===== config.mk =====
export PLATFORM = sky130hd
export DESIGN_NAME = logistic_regression_sgd_step_flat
export DESIGN_NICKNAME = d
export VERILOG_FILES = /design/src/sv/lrs_pkg.sv /design/src/sv/lrs_in_if.sv /design/src/sv/lrs_out_if.sv /design/src/sv/logistic_regression_sgd_step.sv /design/src/sv/lrs_ctrl.sv /design/src/sv/lrs_datapath.sv /design/src/flat_wrapper.sv
export SDC_FILE = /design/constraint.sdc
export NUM_CORES = 2
export LEC_CHECK = 0
export ABC_CLOCK_PERIOD_IN_PS = 10880
export BUFFER_PORTS_ARGS = -buffer_cell sky130_fd_sc_hd__buf_2
export CAP_MARGIN = 20
export CORE_MARGIN = 4
export CORE_UTILIZATION = 60
export CTS_BUF_LIST = sky130_fd_sc_hd__clkbuf_4 sky130_fd_sc_hd__clkbuf_8
export DETAILED_ROUTE_END_ITERATION = 6
export MAX_ROUTING_LAYER = met4
export PLACE_DENSITY = 0.77
export SETUP_SLACK_MARGIN = 0.5
export SYNTH_ARGS = -nofsm -noshare
export SYNTH_HDL_FRONTEND = slang
export SYNTH_SLANG_ARGS = --single-unit

===== constraint.sdc =====
create_clock -name clk_i -period 10.88 [get_ports clk_i]
set_clock_uncertainty 0.1 [all_clocks]
set_input_delay 2.176 -clock clk_i [delete_from_list [all_inputs] [get_ports clk_i]]
set_output_delay 2.176 -clock clk_i [all_outputs]
set_load 0.05 [all_outputs]

===== src/sv/lrs_pkg.sv =====
`timescale 1ns / 1ps
package lrs_pkg;

  localparam int NumFeatures = 8;
  localparam int SigDepth    = 256;

  localparam int FeatW     = 16;
  localparam int WeightW   = 32;
  localparam int CntW      = $clog2(NumFeatures + 1);
  localparam int FeatIdxW  = (NumFeatures > 1) ? $clog2(NumFeatures) : 1;
  localparam int SigIdxW   = $clog2(SigDepth);
  localparam int AccW      = WeightW + FeatW + CntW + 1;
  localparam int MulAW     = 33;
  localparam int MulBW     = 18;
  localparam int MulW      = MulAW + MulBW;
  localparam int ZW        = 20;
  localparam int IdxProdW  = ZW + SigIdxW + 1;

  localparam logic [FeatW-1:0] LrReset = 16'd6554;

  typedef logic [NumFeatures-1:0][FeatW-1:0] feat_arr_t;
  typedef logic [15:0] sig_rom_t [SigDepth];

  typedef enum logic [2:0] {
    MulDot,
    MulGain,
    MulErr,
    MulRate,
    MulLow,
    MulHigh
  } mul_op_e;

  typedef struct packed {
    logic            load;
    logic            mul_en;
    mul_op_e         mul_op;
    logic            acc_en;
    logic            idx_ld;
    logic            p_ld;
    logic            out_ld;
    logic            bias_upd;
    logic            lo_ld;
    logic            w_upd;
    logic [CntW-1:0] sel;
  } cmd_t;

  typedef struct packed {
    logic action;
    logic out_free;
  } sts_t;

  function automatic logic [WeightW-1:0] sat32(logic signed [WeightW:0] v);
    logic [WeightW-1:0] r;
    if (v[WeightW] != v[WeightW-1]) begin
      r = v[WeightW] ? {1'b1, {(WeightW-1){1'b0}}} : {1'b0, {(WeightW-1){1'b1}}};
    end else begin
      r = v[WeightW-1:0];
    end
    return r;
  endfunction

  // Restoring division, only used while the sigmoid table is elaborated.
  function automatic logic [63:0] udiv64(logic [63:0] num, logic [63:0] den);
    logic [64:0] rem;
    logic [63:0] quo;
    rem = '0;
    quo = '0;
    for (int i = 63; i >= 0; i--) begin
      rem = {rem[63:0], num[i]};
      if (rem >= {1'b0, den}) begin
        rem    = rem - {1'b0, den};
        quo[i] = 1'b1;
      end
    end
    return quo;
  endfunction

  // exp(-t) as exp(-t/256)^256: a fourth order series, then eight squarings.
  function automatic logic [15:0] sig_entry(logic signed [63:0] zq);
    logic [63:0] t;
    logic [63:0] v;
    logic [63:0] v2;
    logic [63:0] v3;
    logic [63:0] v4;
    logic [63:0] d;
    logic [63:0] den;
    logic [63:0] r;
    t  = (zq < 0) ? 64'(-zq) : 64'(zq);
    v  = t << 7;
    v2 = (v * v) >> 31;
    v3 = (v2 * v) >> 31;
    v4 = (v3 * v) >> 31;
    d  = 64'h8000_0000 - v + (v2 >> 1) - v3 / 6 + v4 / 24;
    for (int i = 0; i < 8; i++) begin
      d = (d * d + 64'h4000_0000) >> 31;
    end
    den = 64'h8000_0000 + d;
    if (zq >= 0) begin
      r = udiv64((64'd1 << 47) + (den >> 1), den);
    end else begin
      r = udiv64((d << 16) + (den >> 1), den);
    end
    if (r > 64'd65535) begin
      r = 64'd65535;
    end
    return r[15:0];
  endfunction

  function automatic sig_rom_t build_sig_rom();
    sig_rom_t rom;
    logic signed [63:0] zk;
    for (int k = 0; k < SigDepth; k++) begin
      zk = -64'sd524288 + 64'((64'(2 * k + 1) * 64'd524288) / SigDepth);
      rom[k] = sig_entry(zk);
    end
    return rom;
  endfunction

  localparam sig_rom_t SigRom = build_sig_rom();

endpackage


===== src/sv/lrs_in_if.sv =====
`timescale 1ns / 1ps
interface lrs_in_if;
  logic        valid;
  logic        ready;
  logic        action;
  logic [15:0] feature_0;
  logic [15:0] feature_1;
  logic [15:0] feature_2;
  logic [15:0] feature_3;
  logic [15:0] feature_4;
  logic [15:0] feature_5;
  logic [15:0] feature_6;
  logic [15:0] feature_7;
  logic        label;

  modport source (
    output valid, action, feature_0, feature_1, feature_2, feature_3,
           feature_4, feature_5, feature_6, feature_7, label,
    input  ready
  );

  modport sink (
    input  valid, action, feature_0, feature_1, feature_2, feature_3,
           feature_4, feature_5, feature_6, feature_7, label,
    output ready
  );
endinterface


===== src/sv/lrs_out_if.sv =====
`timescale 1ns / 1ps
interface lrs_out_if;
  logic        valid;
  logic        ready;
  logic [15:0] probability;
  logic        predicted_class;
  logic        matches_label;

  modport source (
    output valid, probability, predicted_class, matches_label,
    input  ready
  );

  modport sink (
    input  valid, probability, predicted_class, matches_label,
    output ready
  );
endinterface


===== src/sv/logistic_regression_sgd_step.sv =====
// Logistic regression with one gradient step per training sample.
// in_i carries one sample: action (0 predict, 1 predict and train), eight
// Q0.16 features and a 0/1 label. out_o returns one result per sample: the
// Q0.16 probability, the predicted class and whether it equals the label.
// The outputs always use the weights as they stood before the sample.
// cfg_we_i/cfg_wdata_i write the Q0.16 learning rate; write it only while
// the block is idle.
// A result passes through the dot product (one multiply per feature on the
// single shared multiplier), the table index and the table lookup, then is
// registered. A training sample then updates the bias and weights (three
// multiplies for the gain, then two multiplies and a write per weight
// through the same multiplier).
// in_i.ready is high only while the block is idle. The result register lets
// the next sample be taken while a result still waits; if the receiver
// stalls, the following result waits in the datapath until the register
// frees up. Reset clears the bias and weights to zero, sets the learning
// rate to 6554 and empties the result register.
`timescale 1ns / 1ps
module logistic_regression_sgd_step (
  input  logic        clk_i,
  input  logic        rst_ni,
  lrs_in_if.sink      in_i,
  lrs_out_if.source   out_o,
  input  logic        cfg_we_i,
  input  logic [15:0] cfg_wdata_i
);

  lrs_pkg::cmd_t      cmd;
  lrs_pkg::sts_t      sts;
  lrs_pkg::feat_arr_t feat;

  assign feat[0] = in_i.feature_0;
  assign feat[1] = in_i.feature_1;
  assign feat[2] = in_i.feature_2;
  assign feat[3] = in_i.feature_3;
  assign feat[4] = in_i.feature_4;
  assign feat[5] = in_i.feature_5;
  assign feat[6] = in_i.feature_6;
  assign feat[7] = in_i.feature_7;

  lrs_ctrl u_ctrl (
    .clk_i      (clk_i),
    .rst_ni     (rst_ni),
    .in_valid_i (in_i.valid),
    .in_ready_o (in_i.ready),
    .sts_i      (sts),
    .cmd_o      (cmd)
  );

  lrs_datapath u_datapath (
    .clk_i                 (clk_i),
    .rst_ni                (rst_ni),
    .cmd_i                 (cmd),
    .sts_o                 (sts),
    .action_i              (in_i.action),
    .label_i               (in_i.label),
    .feat_i                (feat),
    .cfg_we_i              (cfg_we_i),
    .cfg_wdata_i           (cfg_wdata_i),
    .out_ready_i           (out_o.ready),
    .out_valid_o           (out_o.valid),
    .out_probability_o     (out_o.probability),
    .out_predicted_class_o (out_o.predicted_class),
    .out_matches_label_o   (out_o.matches_label)
  );

endmodule


===== src/sv/lrs_ctrl.sv =====
`timescale 1ns / 1ps
module lrs_ctrl (
  input  logic          clk_i,
  input  logic          rst_ni,
  input  logic          in_valid_i,
  output logic          in_ready_o,
  input  lrs_pkg::sts_t sts_i,
  output lrs_pkg::cmd_t cmd_o
);

  localparam logic [3:0] S_IDLE = 4'd0;
  localparam logic [3:0] S_DOT  = 4'd1;
  localparam logic [3:0] S_IDX  = 4'd2;
  localparam logic [3:0] S_LOOK = 4'd3;
  localparam logic [3:0] S_OUT  = 4'd4;
  localparam logic [3:0] S_GAIN = 4'd5;
  localparam logic [3:0] S_ERR  = 4'd6;
  localparam logic [3:0] S_RATE = 4'd7;
  localparam logic [3:0] S_BIAS = 4'd8;
  localparam logic [3:0] S_LOW  = 4'd9;
  localparam logic [3:0] S_HIGH = 4'd10;
  localparam logic [3:0] S_WUPD = 4'd11;

  localparam logic [lrs_pkg::CntW-1:0] CntDotEnd = lrs_pkg::CntW'(lrs_pkg::NumFeatures);
  localparam logic [lrs_pkg::CntW-1:0] CntUpdEnd = lrs_pkg::CntW'(lrs_pkg::NumFeatures - 1);

  logic [3:0]                state_q, state_d;
  logic [lrs_pkg::CntW-1:0]  cnt_q, cnt_d;
  logic                      load;

  assign in_ready_o = (state_q == S_IDLE);
  assign load       = in_valid_i && in_ready_o;

  always_comb begin
    state_d      = state_q;
    cnt_d        = cnt_q;
    cmd_o        = '0;
    cmd_o.mul_op = lrs_pkg::MulDot;
    cmd_o.sel    = cnt_q;
    unique case (state_q)
      S_IDLE: begin
        if (load) begin
          cmd_o.load = 1'b1;
          cnt_d      = '0;
          state_d    = S_DOT;
        end
      end
      S_DOT: begin
        // Multiply for feature cnt while the previous product is summed.
        cmd_o.mul_en = (cnt_q != CntDotEnd);
        cmd_o.acc_en = (cnt_q != '0);
        if (cnt_q == CntDotEnd) begin
          state_d = S_IDX;
        end else begin
          cnt_d = cnt_q + 1'b1;
        end
      end
      S_IDX: begin
        cmd_o.idx_ld = 1'b1;
        state_d      = S_LOOK;
      end
      S_LOOK: begin
        cmd_o.p_ld = 1'b1;
        state_d    = S_OUT;
      end
      S_OUT: begin
        if (sts_i.out_free) begin
          cmd_o.out_ld = 1'b1;
          state_d      = sts_i.action ? S_GAIN : S_IDLE;
        end
      end
      S_GAIN: begin
        cmd_o.mul_en = 1'b1;
        cmd_o.mul_op = lrs_pkg::MulGain;
        state_d      = S_ERR;
      end
      S_ERR: begin
        cmd_o.mul_en = 1'b1;
        cmd_o.mul_op = lrs_pkg::MulErr;
        state_d      = S_RATE;
      end
      S_RATE: begin
        cmd_o.mul_en = 1'b1;
        cmd_o.mul_op = lrs_pkg::MulRate;
        state_d      = S_BIAS;
      end
      S_BIAS: begin
        cmd_o.bias_upd = 1'b1;
        cnt_d          = '0;
        state_d        = S_LOW;
      end
      S_LOW: begin
        cmd_o.mul_en = 1'b1;
        cmd_o.mul_op = lrs_pkg::MulLow;
        state_d      = S_HIGH;
      end
      S_HIGH: begin
        cmd_o.mul_en = 1'b1;
        cmd_o.mul_op = lrs_pkg::MulHigh;
        cmd_o.lo_ld  = 1'b1;
        state_d      = S_WUPD;
      end
      S_WUPD: begin
        cmd_o.w_upd = 1'b1;
        if (cnt_q == CntUpdEnd) begin
          state_d = S_IDLE;
        end else begin
          cnt_d   = cnt_q + 1'b1;
          state_d = S_LOW;
        end
      end
      default: begin
        state_d = S_IDLE;
      end
    endcase
  end

  always_ff @(posedge clk_i or negedge rst_ni) begin
    if (!rst_ni) begin
      state_q <= S_IDLE;
      cnt_q   <= '0;
    end else begin
      state_q <= state_d;
      cnt_q   <= cnt_d;
    end
  end

  a_cnt_range: assert property (@(posedge clk_i) disable iff (!rst_ni)
    cnt_q <= CntDotEnd)
    else $error("feature counter out of range");

  a_load_starts_dot: assert property (@(posedge clk_i) disable iff (!rst_ni)
    load |=> (state_q == S_DOT) && (cnt_q == '0))
    else $error("accepted item did not start the dot product");

  a_out_ld_free: assert property (@(posedge clk_i) disable iff (!rst_ni)
    cmd_o.out_ld |-> sts_i.out_free)
    else $error("result loaded over a waiting result");

  a_upd_train: assert property (@(posedge clk_i) disable iff (!rst_ni)
    (cmd_o.w_upd || cmd_o.bias_upd) |-> sts_i.action)
    else $error("weight update on a predict-only item");

endmodule


===== src/sv/lrs_datapath.sv =====
`timescale 1ns / 1ps
module lrs_datapath (
  input  logic               clk_i,
  input  logic               rst_ni,
  input  lrs_pkg::cmd_t      cmd_i,
  output lrs_pkg::sts_t      sts_o,
  input  logic               action_i,
  input  logic               label_i,
  input  lrs_pkg::feat_arr_t feat_i,
  input  logic               cfg_we_i,
  input  logic [15:0]        cfg_wdata_i,
  input  logic               out_ready_i,
  output logic               out_valid_o,
  output logic [15:0]        out_probability_o,
  output logic               out_predicted_class_o,
  output logic               out_matches_label_o
);

  localparam int AccW = lrs_pkg::AccW;
  localparam int MulW = lrs_pkg::MulW;
  localparam int ZW   = lrs_pkg::ZW;

  logic [lrs_pkg::FeatW-1:0]         x_q [lrs_pkg::NumFeatures];
  logic signed [lrs_pkg::WeightW-1:0] w_q [lrs_pkg::NumFeatures+1];
  logic                              action_q;
  logic                              label_q;
  logic [15:0]                       lr_q;
  logic signed [AccW-1:0]            acc_q;
  logic signed [MulW-1:0]            prod_q;
  logic [lrs_pkg::SigIdxW-1:0]       idx_q, idx_d;
  logic [15:0]                       p_q;
  logic signed [47:0]                c_q;
  logic [40:0]                       lo_q;
  logic                              out_valid_q;
  logic [15:0]                       out_prob_q;
  logic                              out_cls_q;
  logic                              out_match_q;

  logic signed [lrs_pkg::MulAW-1:0]  mul_a;
  logic signed [lrs_pkg::MulBW-1:0]  mul_b;
  logic [lrs_pkg::CntW-1:0]          w_idx;
  logic [lrs_pkg::FeatW-1:0]         x_sel;
  logic signed [lrs_pkg::WeightW-1:0] w_sel;
  logic [16:0]                       err;
  logic [AccW-17:0]                  z;
  logic [ZW-1:0]                     z_sat;
  logic [ZW-1:0]                     z_off;
  logic [lrs_pkg::IdxProdW-1:0]      idx_prod;
  logic [15:0]                       bias_delta;
  logic signed [65:0]                t_full;
  logic [17:0]                       w_delta;
  logic [lrs_pkg::WeightW-1:0]       bias_new;
  logic [lrs_pkg::WeightW-1:0]       w_new;

  assign w_idx = cmd_i.sel + 1'b1;
  assign x_sel = x_q[cmd_i.sel[lrs_pkg::FeatIdxW-1:0]];
  assign w_sel = w_q[w_idx];

  // p - 65536 for a positive label is {1, p} in 17-bit two's complement.
  assign err = {label_q, p_q};

  always_comb begin
    unique case (cmd_i.mul_op)
      lrs_pkg::MulDot: begin
        mul_a = {w_sel[31], w_sel};
        mul_b = {2'b00, x_sel};
      end
      lrs_pkg::MulGain: begin
        mul_a = {17'b0, p_q};
        mul_b = 18'd65536 - {2'b00, p_q};
      end
      lrs_pkg::MulErr: begin
        mul_a = {{16{err[16]}}, err};
        mul_b = {3'b000, prod_q[30:16]};
      end
      lrs_pkg::MulRate: begin
        mul_a = {prod_q[31], prod_q[31:0]};
        mul_b = {2'b00, lr_q};
      end
      lrs_pkg::MulLow: begin
        mul_a = {9'b0, c_q[23:0]};
        mul_b = {2'b00, x_sel};
      end
      lrs_pkg::MulHigh: begin
        mul_a = {{9{c_q[47]}}, c_q[47:24]};
        mul_b = {2'b00, x_sel};
      end
      default: begin
        mul_a = '0;
        mul_b = '0;
      end
    endcase
  end

  // Floor shift of the sum, then clamp to the table span of [-8, 8).
  always_comb begin
    z = acc_q[AccW-1:16];
    if (z[AccW-17:ZW-1] == {(AccW-16-ZW+1){z[ZW-1]}}) begin
      z_sat = z[ZW-1:0];
    end else if (z[AccW-17]) begin
      z_sat = {1'b1, {(ZW-1){1'b0}}};
    end else begin
      z_sat = {1'b0, {(ZW-1){1'b1}}};
    end
    z_off    = {~z_sat[ZW-1], z_sat[ZW-2:0]};
    idx_prod = lrs_pkg::IdxProdW'(z_off) * lrs_pkg::IdxProdW'(lrs_pkg::SigDepth);
    idx_d    = idx_prod[ZW +: lrs_pkg::SigIdxW];
  end

  // The update product is split: c * x = cH * x * 2^24 + cL * x.
  always_comb begin
    bias_delta = prod_q[47:32];
    bias_new   = lrs_pkg::sat32($signed({w_q[0][31], w_q[0]}) -
                                $signed({{17{bias_delta[15]}}, bias_delta}));
    t_full     = $signed({prod_q[41:0], 24'b0}) + $signed({25'b0, lo_q});
    w_delta    = t_full[65:48];
    w_new      = lrs_pkg::sat32($signed({w_sel[31], w_sel}) -
                                $signed({{15{w_delta[17]}}, w_delta}));
  end

  always_ff @(posedge clk_i) begin
    if (cmd_i.load) begin
      for (int i = 0; i < lrs_pkg::NumFeatures; i++) begin
        x_q[i] <= feat_i[i];
      end
      label_q <= label_i;
    end
    if (cmd_i.mul_en) begin
      prod_q <= mul_a * mul_b;
    end
    if (cmd_i.load) begin
      acc_q <= {{(AccW-48){w_q[0][31]}}, w_q[0], 16'b0};
    end else if (cmd_i.acc_en) begin
      acc_q <= acc_q + {{(AccW-48){prod_q[47]}}, prod_q[47:0]};
    end
    if (cmd_i.idx_ld) begin
      idx_q <= idx_d;
    end
    if (cmd_i.p_ld) begin
      p_q <= lrs_pkg::SigRom[idx_q];
    end
    if (cmd_i.bias_upd) begin
      c_q <= prod_q[47:0];
    end
    if (cmd_i.lo_ld) begin
      lo_q <= prod_q[40:0];
    end
    if (cmd_i.out_ld) begin
      out_prob_q  <= p_q;
      out_cls_q   <= p_q[15];
      out_match_q <= (p_q[15] == label_q);
    end
  end

  always_ff @(posedge clk_i or negedge rst_ni) begin
    if (!rst_ni) begin
      for (int i = 0; i <= lrs_pkg::NumFeatures; i++) begin
        w_q[i] <= '0;
      end
      action_q    <= 1'b0;
      lr_q        <= lrs_pkg::LrReset;
      out_valid_q <= 1'b0;
    end else begin
      if (cmd_i.load) begin
        action_q <= action_i;
      end
      if (cfg_we_i) begin
        lr_q <= cfg_wdata_i;
      end
      if (cmd_i.bias_upd) begin
        w_q[0] <= bias_new;
      end
      if (cmd_i.w_upd) begin
        w_q[w_idx] <= w_new;
      end
      if (cmd_i.out_ld) begin
        out_valid_q <= 1'b1;
      end else if (out_ready_i) begin
        out_valid_q <= 1'b0;
      end
    end
  end

  assign sts_o.action   = action_q;
  assign sts_o.out_free = !out_valid_q || out_ready_i;

  assign out_valid_o           = out_valid_q;
  assign out_probability_o     = out_prob_q;
  assign out_predicted_class_o = out_cls_q;
  assign out_matches_label_o   = out_match_q;

endmodule

===== src/flat_wrapper.sv =====
// flat-port wrapper written by rule: the top's interface ports become plain ports
module logistic_regression_sgd_step_flat 
  (clk_i, rst_ni, cfg_we_i, cfg_wdata_i, in_i_valid, in_i_action, in_i_feature_0, in_i_feature_1, in_i_feature_2, in_i_feature_3, in_i_feature_4, in_i_feature_5, in_i_feature_6, in_i_feature_7, in_i_label, in_i_ready, out_o_valid, out_o_probability, out_o_predicted_class, out_o_matches_label, out_o_ready);
  lrs_in_if in_i_i ();
  lrs_out_if out_o_i ();
  input  logic clk_i;
  input  logic rst_ni;
  input  logic cfg_we_i;
  input  logic [15:0] cfg_wdata_i;
  input wire logic [$bits(in_i_i.valid)-1:0] in_i_valid;
  input wire logic [$bits(in_i_i.action)-1:0] in_i_action;
  input wire logic [$bits(in_i_i.feature_0)-1:0] in_i_feature_0;
  input wire logic [$bits(in_i_i.feature_1)-1:0] in_i_feature_1;
  input wire logic [$bits(in_i_i.feature_2)-1:0] in_i_feature_2;
  input wire logic [$bits(in_i_i.feature_3)-1:0] in_i_feature_3;
  input wire logic [$bits(in_i_i.feature_4)-1:0] in_i_feature_4;
  input wire logic [$bits(in_i_i.feature_5)-1:0] in_i_feature_5;
  input wire logic [$bits(in_i_i.feature_6)-1:0] in_i_feature_6;
  input wire logic [$bits(in_i_i.feature_7)-1:0] in_i_feature_7;
  input wire logic [$bits(in_i_i.label)-1:0] in_i_label;
  output wire logic [$bits(in_i_i.ready)-1:0] in_i_ready;
  output wire logic [$bits(out_o_i.valid)-1:0] out_o_valid;
  output wire logic [$bits(out_o_i.probability)-1:0] out_o_probability;
  output wire logic [$bits(out_o_i.predicted_class)-1:0] out_o_predicted_class;
  output wire logic [$bits(out_o_i.matches_label)-1:0] out_o_matches_label;
  input wire logic [$bits(out_o_i.ready)-1:0] out_o_ready;
  assign in_i_i.valid = in_i_valid;
  assign in_i_i.action = in_i_action;
  assign in_i_i.feature_0 = in_i_feature_0;
  assign in_i_i.feature_1 = in_i_feature_1;
  assign in_i_i.feature_2 = in_i_feature_2;
  assign in_i_i.feature_3 = in_i_feature_3;
  assign in_i_i.feature_4 = in_i_feature_4;
  assign in_i_i.feature_5 = in_i_feature_5;
  assign in_i_i.feature_6 = in_i_feature_6;
  assign in_i_i.feature_7 = in_i_feature_7;
  assign in_i_i.label = in_i_label;
  assign in_i_ready = in_i_i.ready;
  assign out_o_valid = out_o_i.valid;
  assign out_o_probability = out_o_i.probability;
  assign out_o_predicted_class = out_o_i.predicted_class;
  assign out_o_matches_label = out_o_i.matches_label;
  assign out_o_i.ready = out_o_ready;
  logistic_regression_sgd_step u_core (.clk_i(clk_i), .rst_ni(rst_ni), .in_i(in_i_i), .out_o(out_o_i), .cfg_we_i(cfg_we_i), .cfg_wdata_i(cfg_wdata_i));
endmodule

After elaboration in Yosys (flattened, before gate mapping)
Memory sizes are Yosys's and may differ from the RTL's. A register that Yosys moved wholly into a read port is not among the register bits.
Cells that the tools add are included.
{"block": "totals", "romBits": 4096, "n_memories": 2, "ram_bits": 128, "regBits": 531, "inputBits": 151, "out_inout_bits": 20, "wordCells": 124}
{"memory": "(name not given)", "depth": 256, "width": 16, "rd": 1, "rd_ports_with_merged_regs": 1, "wr": 0, "line": "lrs_datapath.sv:140", "text": "p_q <= lrs_pkg::SigRom[idx_q];"}
{"memory": "u_core.u_datapath.x_q", "depth": 8, "width": 16, "rd": 1, "rd_ports_with_merged_regs": 0, "wr": 8, "line": "lrs_datapath.sv:23", "text": "logic [lrs_pkg::FeatW-1:0] x_q [lrs_pkg::NumFeatures];"}
{"block": "classes", "n_lt_le_gt_ge": 2, "n_reduce_logical": 14, "multipliers": 1, "bitwise": 3, "eq_ne": 28, "add_sub_neg": 6, "n_mux": 44}
{"operator": "bitwise mux 288 bit", "n": 1}
{"operator": "2-to-1 mux 288 bit", "n": 1}
{"operator": "2-to-1 mux 32 bit", "n": 8}
{"operator": "case mux 33 bit (6 select lines)", "n": 1}
{"operator": "binary-select mux 32 bit (select 4 bit)", "n": 1}
{"operator": "demux 32 bit (select 4 bit)", "n": 1}
{"operator": "2-to-1 mux 53 bit", "n": 2}
{"operator": "case mux 18 bit (4 select lines)", "n": 1}
{"operator": "adder 66 x 42 -> 66 bit", "n": 1}
{"operator": "adder 53 bit", "n": 1}
{"operator": "multiplier 33 x 18 -> 48 bit", "n": 1}
{"operator": "case mux 4 bit (12 select lines)", "n": 1}
{"operator": "2-to-1 mux 20 bit", "n": 2}
{"operator": "subtractor 32 x 16 -> 33 bit", "n": 1}
{"operator": "subtractor 32 x 18 -> 33 bit", "n": 1}
{"operator": "2-to-1 mux 4 bit", "n": 7}
{"operator": "== test 4 x 3 -> 1 bit (second input constant)", "n": 5}
{"operator": "== test 4 bit (second input constant)", "n": 5}
{"operator": "subtractor 17 x 16 -> 18 bit (first input constant)", "n": 1}
{"operator": "== test 17 bit", "n": 1}
{"operator": "case mux 4 bit (4 select lines)", "n": 1}
{"operator": "case mux 3 bit (5 select lines)", "n": 1}
{"operator": "2-to-1 mux 1 bit", "n": 14}
{"operator": "NOT 8 -> 9 bit", "n": 1}
{"operator": "other kinds (28)", "n": 38}

Logic depth before layout (Yosys ltp)
{"block": "logic_depth", "depth_word": 10, "depth_mapped": 35, "depth_no_buf": 31}

Hierarchy
From an unflattened synthesis, not the netlist that was laid out.
{"block": "hier_totals", "cells_unflattened": 5814, "area_unflattened_um2": 55654.6}
{"mod": "lrs_datapath", "cells_each": 5730, "seq_area_each_um2": 17595.6, "area_each_um2": 54986.5, "instances": 1}
{"mod": "lrs_ctrl", "cells_each": 84, "seq_area_each_um2": 200.2, "area_each_um2": 668.1, "instances": 1}

Worst setup path after synthesis
OpenSTA, ideal clock, no wires.
{"block": "synth_timing", "path_kind": "reg2reg", "start": "register u_core.u_ctrl.cnt_q[1] (netlist name)", "end": "register u_core.u_datapath.prod_q[45] (data pin)", "setup_slack_ns": 1.767, "t_required_ns": 10.510, "n_path_buf": 5, "setup_ns": 0.270, "synth_period_minus_slack_ns": 9.113, "path_stages_with_launch": 33, "t_arrival_ns": 8.743, "cell_sequence": "dfrtp_1 -> clkbuf_1 -> clkbuf_1 -> inv_1 -> ha_1 -> buf_1 -> buf_1 -> mux4_2 -> mux2i_1 -> o21ai_0 -> a221oi_1 -> clkbuf_1 -> nor2_1 -> fa_1 -> inv_1 -> fa_1 -> fa_1 -> inv_1 -> fa_1 -> fa_1 -> inv_1 -> fa_1 -> inv_1 -> ha_1 -> o21ai_0 -> a211oi_2 -> o211ai_1 -> a21oi_1 -> a31oi_1 -> o31a_1 -> o21a_1 -> o41ai_2 -> xor2_1"}
{"block": "synth_between", "elab_chain_cells": 7, "elab_cells_between_ends": 9, "cone_classes": "add/sub: 1; mul: 1; mux: 5; bitwise: 1; memory: 1"}
{"item": "start: declaration", "line": "lrs_ctrl.sv:28", "text": "logic [lrs_pkg::CntW-1:0] cnt_q, cnt_d;"}
{"item": "start signal: assignment", "line": "lrs_ctrl.sv:124", "text": "cnt_q <= cnt_d;"}
{"item": "adder 4 x 1 -> 4 bit", "line": "lrs_datapath.sv:55", "text": "assign w_idx = cmd_i.sel + 1'b1;"}
{"item": "NOT 4 -> 5 bit (implied by the code)", "line": "lrs_datapath.sv:57", "text": "assign w_sel = w_q[w_idx];"}
{"item": "binary-select mux 32 bit (select 4 bit)", "line": "lrs_datapath.sv:57"}
{"item": "2-to-1 mux 32 bit (implied by the code) (2 in series)", "line": "lrs_datapath.sv:57"}
{"item": "case mux 33 bit (6 select lines)", "line": "lrs_datapath.sv:63", "text": "unique case (cmd_i.mul_op)"}
{"item": "multiplier 33 x 18 -> 48 bit *", "line": "lrs_datapath.sv:129", "text": "prod_q <= mul_a * mul_b;"}
{"item": "end signal: assignment", "line": "lrs_datapath.sv:129"}
{"item": "end: declaration", "line": "lrs_datapath.sv:29", "text": "logic signed [MulW-1:0] prod_q;"}
Every way passes the cells marked *; elsewhere a longest branch is shown, timed or not. The select of a mux whose other input is x is not followed.
A chain may end at the register's enable or synchronous reset.

Final worst setup path
{"block": "layout_timing", "start": "register u_core.u_ctrl.cnt_q[0] (netlist name)", "end": "register u_core.u_datapath.prod_q[45] (data pin)"}
The elaborated chain is that of the path after synthesis.

==> results.toml <==
[final_layout]
fin_cells = 7232
utilization_pct = 65.82
multi_input_area_um2 = 34230
seq_area_um2 = 17800
finalNetCount = 6835
drive_gt1_share_pct = 12.09
areaGrowthSynthToFinish_pct = 8.753
nFillCells = 7365

[routing]
ant_nets = 0
remaining_drc_errors = 7
viasPerCell = 6.342
wirelength_um = 173600
num_vias = 45866
drt-initial-drc-count = 5971
dr.pass1.iters = 7
avgRoutedWirePerCell_um = 24.01

[global_routing]
grt_max_degree = 135
grt_pass1_vias = 45019
track_usage_pct = 36.46
overflow = 0
grt_pass1_wl_um = 265700
antenna_found_initial = 2

[timing]
setup_viol = 0
period_share_pct = 92.59
maxSlewHeadroom_pct = 21.03
rsz0062_at_grt = "yes"
hold_violations = 0
final_max_slew_viol_count = 0
worst_pin_slew_ns = 1.172
min_period_ns = 10.07
setup_tns_ns = 0
clock.fmax_mhz = 99.27

[floorplan]
die_y_um = 312.3
rows = 111
initial_utilization_pct = 60.53
die_x_um = 312.3
core_um2 = 91800
die-area_um2 = 97540
pin_count = 171

[synthesis]
ys_top_cells_by_area = "fa_1 18%, edfxtp_1 17%, dfrtp_1 14%, ha_1 6.1%, nand2_1 5.7%"
ys_seq_area_share_pct = 32.03
synth_edf_count = 320
synth_top_cell_by_area = "fa_1"
avgSynthCellArea_um2 = 9.638
synth_warnings = 0
synth_top_area_share_pct = 18.45
yosysUniqueCellTypes = 97
synthArstFlopShare_pct = 48.31
synth_ff_type = "edfxtp_1"
synth_area_um2 = 55560
synth_seq_cells = 650
synth_cells = 5765

[worst_setup_path]
cp.required_ns = 11.29
startpoint_type = "flip-flop"
cp_slowest_stage_delay_ns = 0.69
cp_common_cell = "fa_1"
critical_path.max_fanout = 24
cp-end-kind = "flip-flop"
cp.arrival_ns = 10.49
path_class = "flip-flop to flip-flop"
crit_slowest_cell = "dfrtp_4"

[worst_hold_path]
holdCritPathClass = "flip-flop to flip-flop"

[clock_network]
numClockSinks = 650
numCtsBuffers = 111
cts_tree = "yes"
root_buffer = "clkbuf_8"
clk_pin_slew_ns = 0.06
clockBufferDepth = 3
cts_htree_levels = 3
insertion_delay_ns = 0.80

[placed_design]
placed_cells = 7023
dp_hpwl_um = 130100
gp_congestion = 1.067
io_buffers = 170

[status]
status = "complete, but fails checks"
violations = "DRC"

[run]
max-cap-violations = 0
cells in the final DEF, fill, tap and decap left out, types with 18 or more instances in the layout:
| master | count |
|---|---|
| a211oi_1 | 27 |
| a21o_1 | 94 |
| a21oi_1 | 284 |
| a221o_1 | 19 |
| a221oi_1 | 22 |
| a22oi_1 | 43 |
| a31oi_1 | 49 |
| and3_1 | 28 |
| buf_2 | 169 |
| buf_4 | 125 |
| clkbuf_4 | 33 |
| clkbuf_8 | 127 |
| conb_1 | 29 |
| dfrtp_1 | 306 |
| edfxtp_1 | 320 |
| fa_1 | 512 |
| ha_1 | 270 |
| inv_1 | 677 |
| mux2_2 | 43 |
| mux2i_1 | 47 |
| mux4_2 | 98 |
| nand2_1 | 843 |
| nand2b_1 | 50 |
| nand3_1 | 60 |
| nand4_1 | 25 |
| nor2_1 | 410 |
| nor2b_1 | 26 |
| nor3_1 | 58 |
| o211ai_1 | 48 |
| o21a_1 | 31 |
| o21ai_0 | 410 |
| o21ai_1 | 71 |
| o21bai_1 | 20 |
| o22ai_1 | 19 |
| o31ai_1 | 18 |
| xnor2_1 | 116 |
| xor2_1 | 63 |
kinds of logic after synthesis:
| group | Yosys count | synth area share, % |
|---|---|---|
| xor gates and xnor gates | 181 | 2.867 |
| buffers and inverters | 990 | 6.810 |
| adders and majority gates | 802 | 24.92 |
| muxes | 188 | 5.690 |
| and+or+nand+nor | 1612 | 12.38 |
| other | 1 | 0.006749 |
| AOI/OAI and AO/OA | 1341 | 15.30 |
| DFF | 650 | 32.03 |
synthesized netlist by cell type (all sizes together), types with 28 or more instances:
cell type	number
nand2	852
inv	680
fa	512
o21ai	484
nor2	414
edfxtp	320
dfrtp	307
a21oi	286
ha	271
clkbuf	244
xnor2	117
mux4	98
a21o	94
xor2	64
buf	62
nand3	62
nor3	62
a31oi	51
nand2b	50
o211ai	48
mux2i	47
a22oi	43
mux2	43
o21a	31
a221oi	29
and3	29
a211oi	28
critical path: cells and delay by family, from the launching register on:
family	cells	cell delay, ns
mux	2	0.36
buf+inv	4	0.35
flops	1	0.69
simple gates	5	1.40
xor+xnor	1	0.10
fa+ha+maj	8	3.96
compound gates	8	2.82
per-stage QoR:
| stage | setup slack, ns | hold WS (ns) | instance area, um^2 |
|---|---|---|---|
| 4_1_cts | 0.6334 | 0.3690 | 60330 |
| 3_3_place_gp | 0.8385 | 0.3418 | 57940 |
| 5_1_grt | 0.4944 | 0.3946 | 60430 |
| 3_5_place_dp | 0.6930 | 0.3523 | 57980 |
| 2_1_floorplan | 1.767 | 0.3244 | 55670 |
| 6_report | 0.8066 | 0.3672 | 60430 |
worst paths after layout:
path                                                              start                                       to  slack (ns)  cells past startpoint
worst max-delay path                 u_core.u_ctrl.cnt_q[0]$_DFFE_PN0P_   u_core.u_datapath.prod_q[45]$_DFFE_PP_        0.81                     28
worst min-delay path            u_core.u_datapath.acc_q[3]$_SDFFE_PP0P_  u_core.u_datapath.acc_q[3]$_SDFFE_PP0P_        0.37                      2
worst max register to register       u_core.u_ctrl.cnt_q[0]$_DFFE_PN0P_   u_core.u_datapath.prod_q[45]$_DFFE_PP_        0.81                     28
worst min register to register  u_core.u_datapath.acc_q[3]$_SDFFE_PP0P_  u_core.u_datapath.acc_q[3]$_SDFFE_PP0P_        0.37                      2
max in group asynchronous                                        rst_ni                                async pin        7.65                      2
min in group asynchronous                                        rst_ni                                async pin        1.39                      1
per-layer routing:
layer | routed length (um) | track usage [%] | vias to the layer above
met4 | 9355 | 15.55 | 0
li1 | - | - | 20011
met1 | 67280 | 49.87 | 22472
met3 | 19910 | 6.783 | 599
met5 | 0 | - | -
met2 | 77100 | 54.02 | 2784
final cells by class:
class | instances | share of cell area (%)
Clock inverter | 40 | 0.5798
Multi-Input combinational cell | 4153 | 56.65
Antenna cell | 1 | 0.004141
Clock buffer | 160 | 3.303
Sequential cell | 650 | 29.46
Timing Repair Buffer | 301 | 3.180
Inverter | 684 | 4.249
Tap cell | 1243 | 2.574
what timing repair did:
item / 4_1_cts / 5_1_grt
endpoints found under the setup margin: 0 / 8
setup buffers: 0 / 8
hold buffers: 0 / 0
resized for setup: 0 / 2
Power is not shown: default switching activity piles up to over one toggle a cycle in this logic, so the estimate is an artifact.
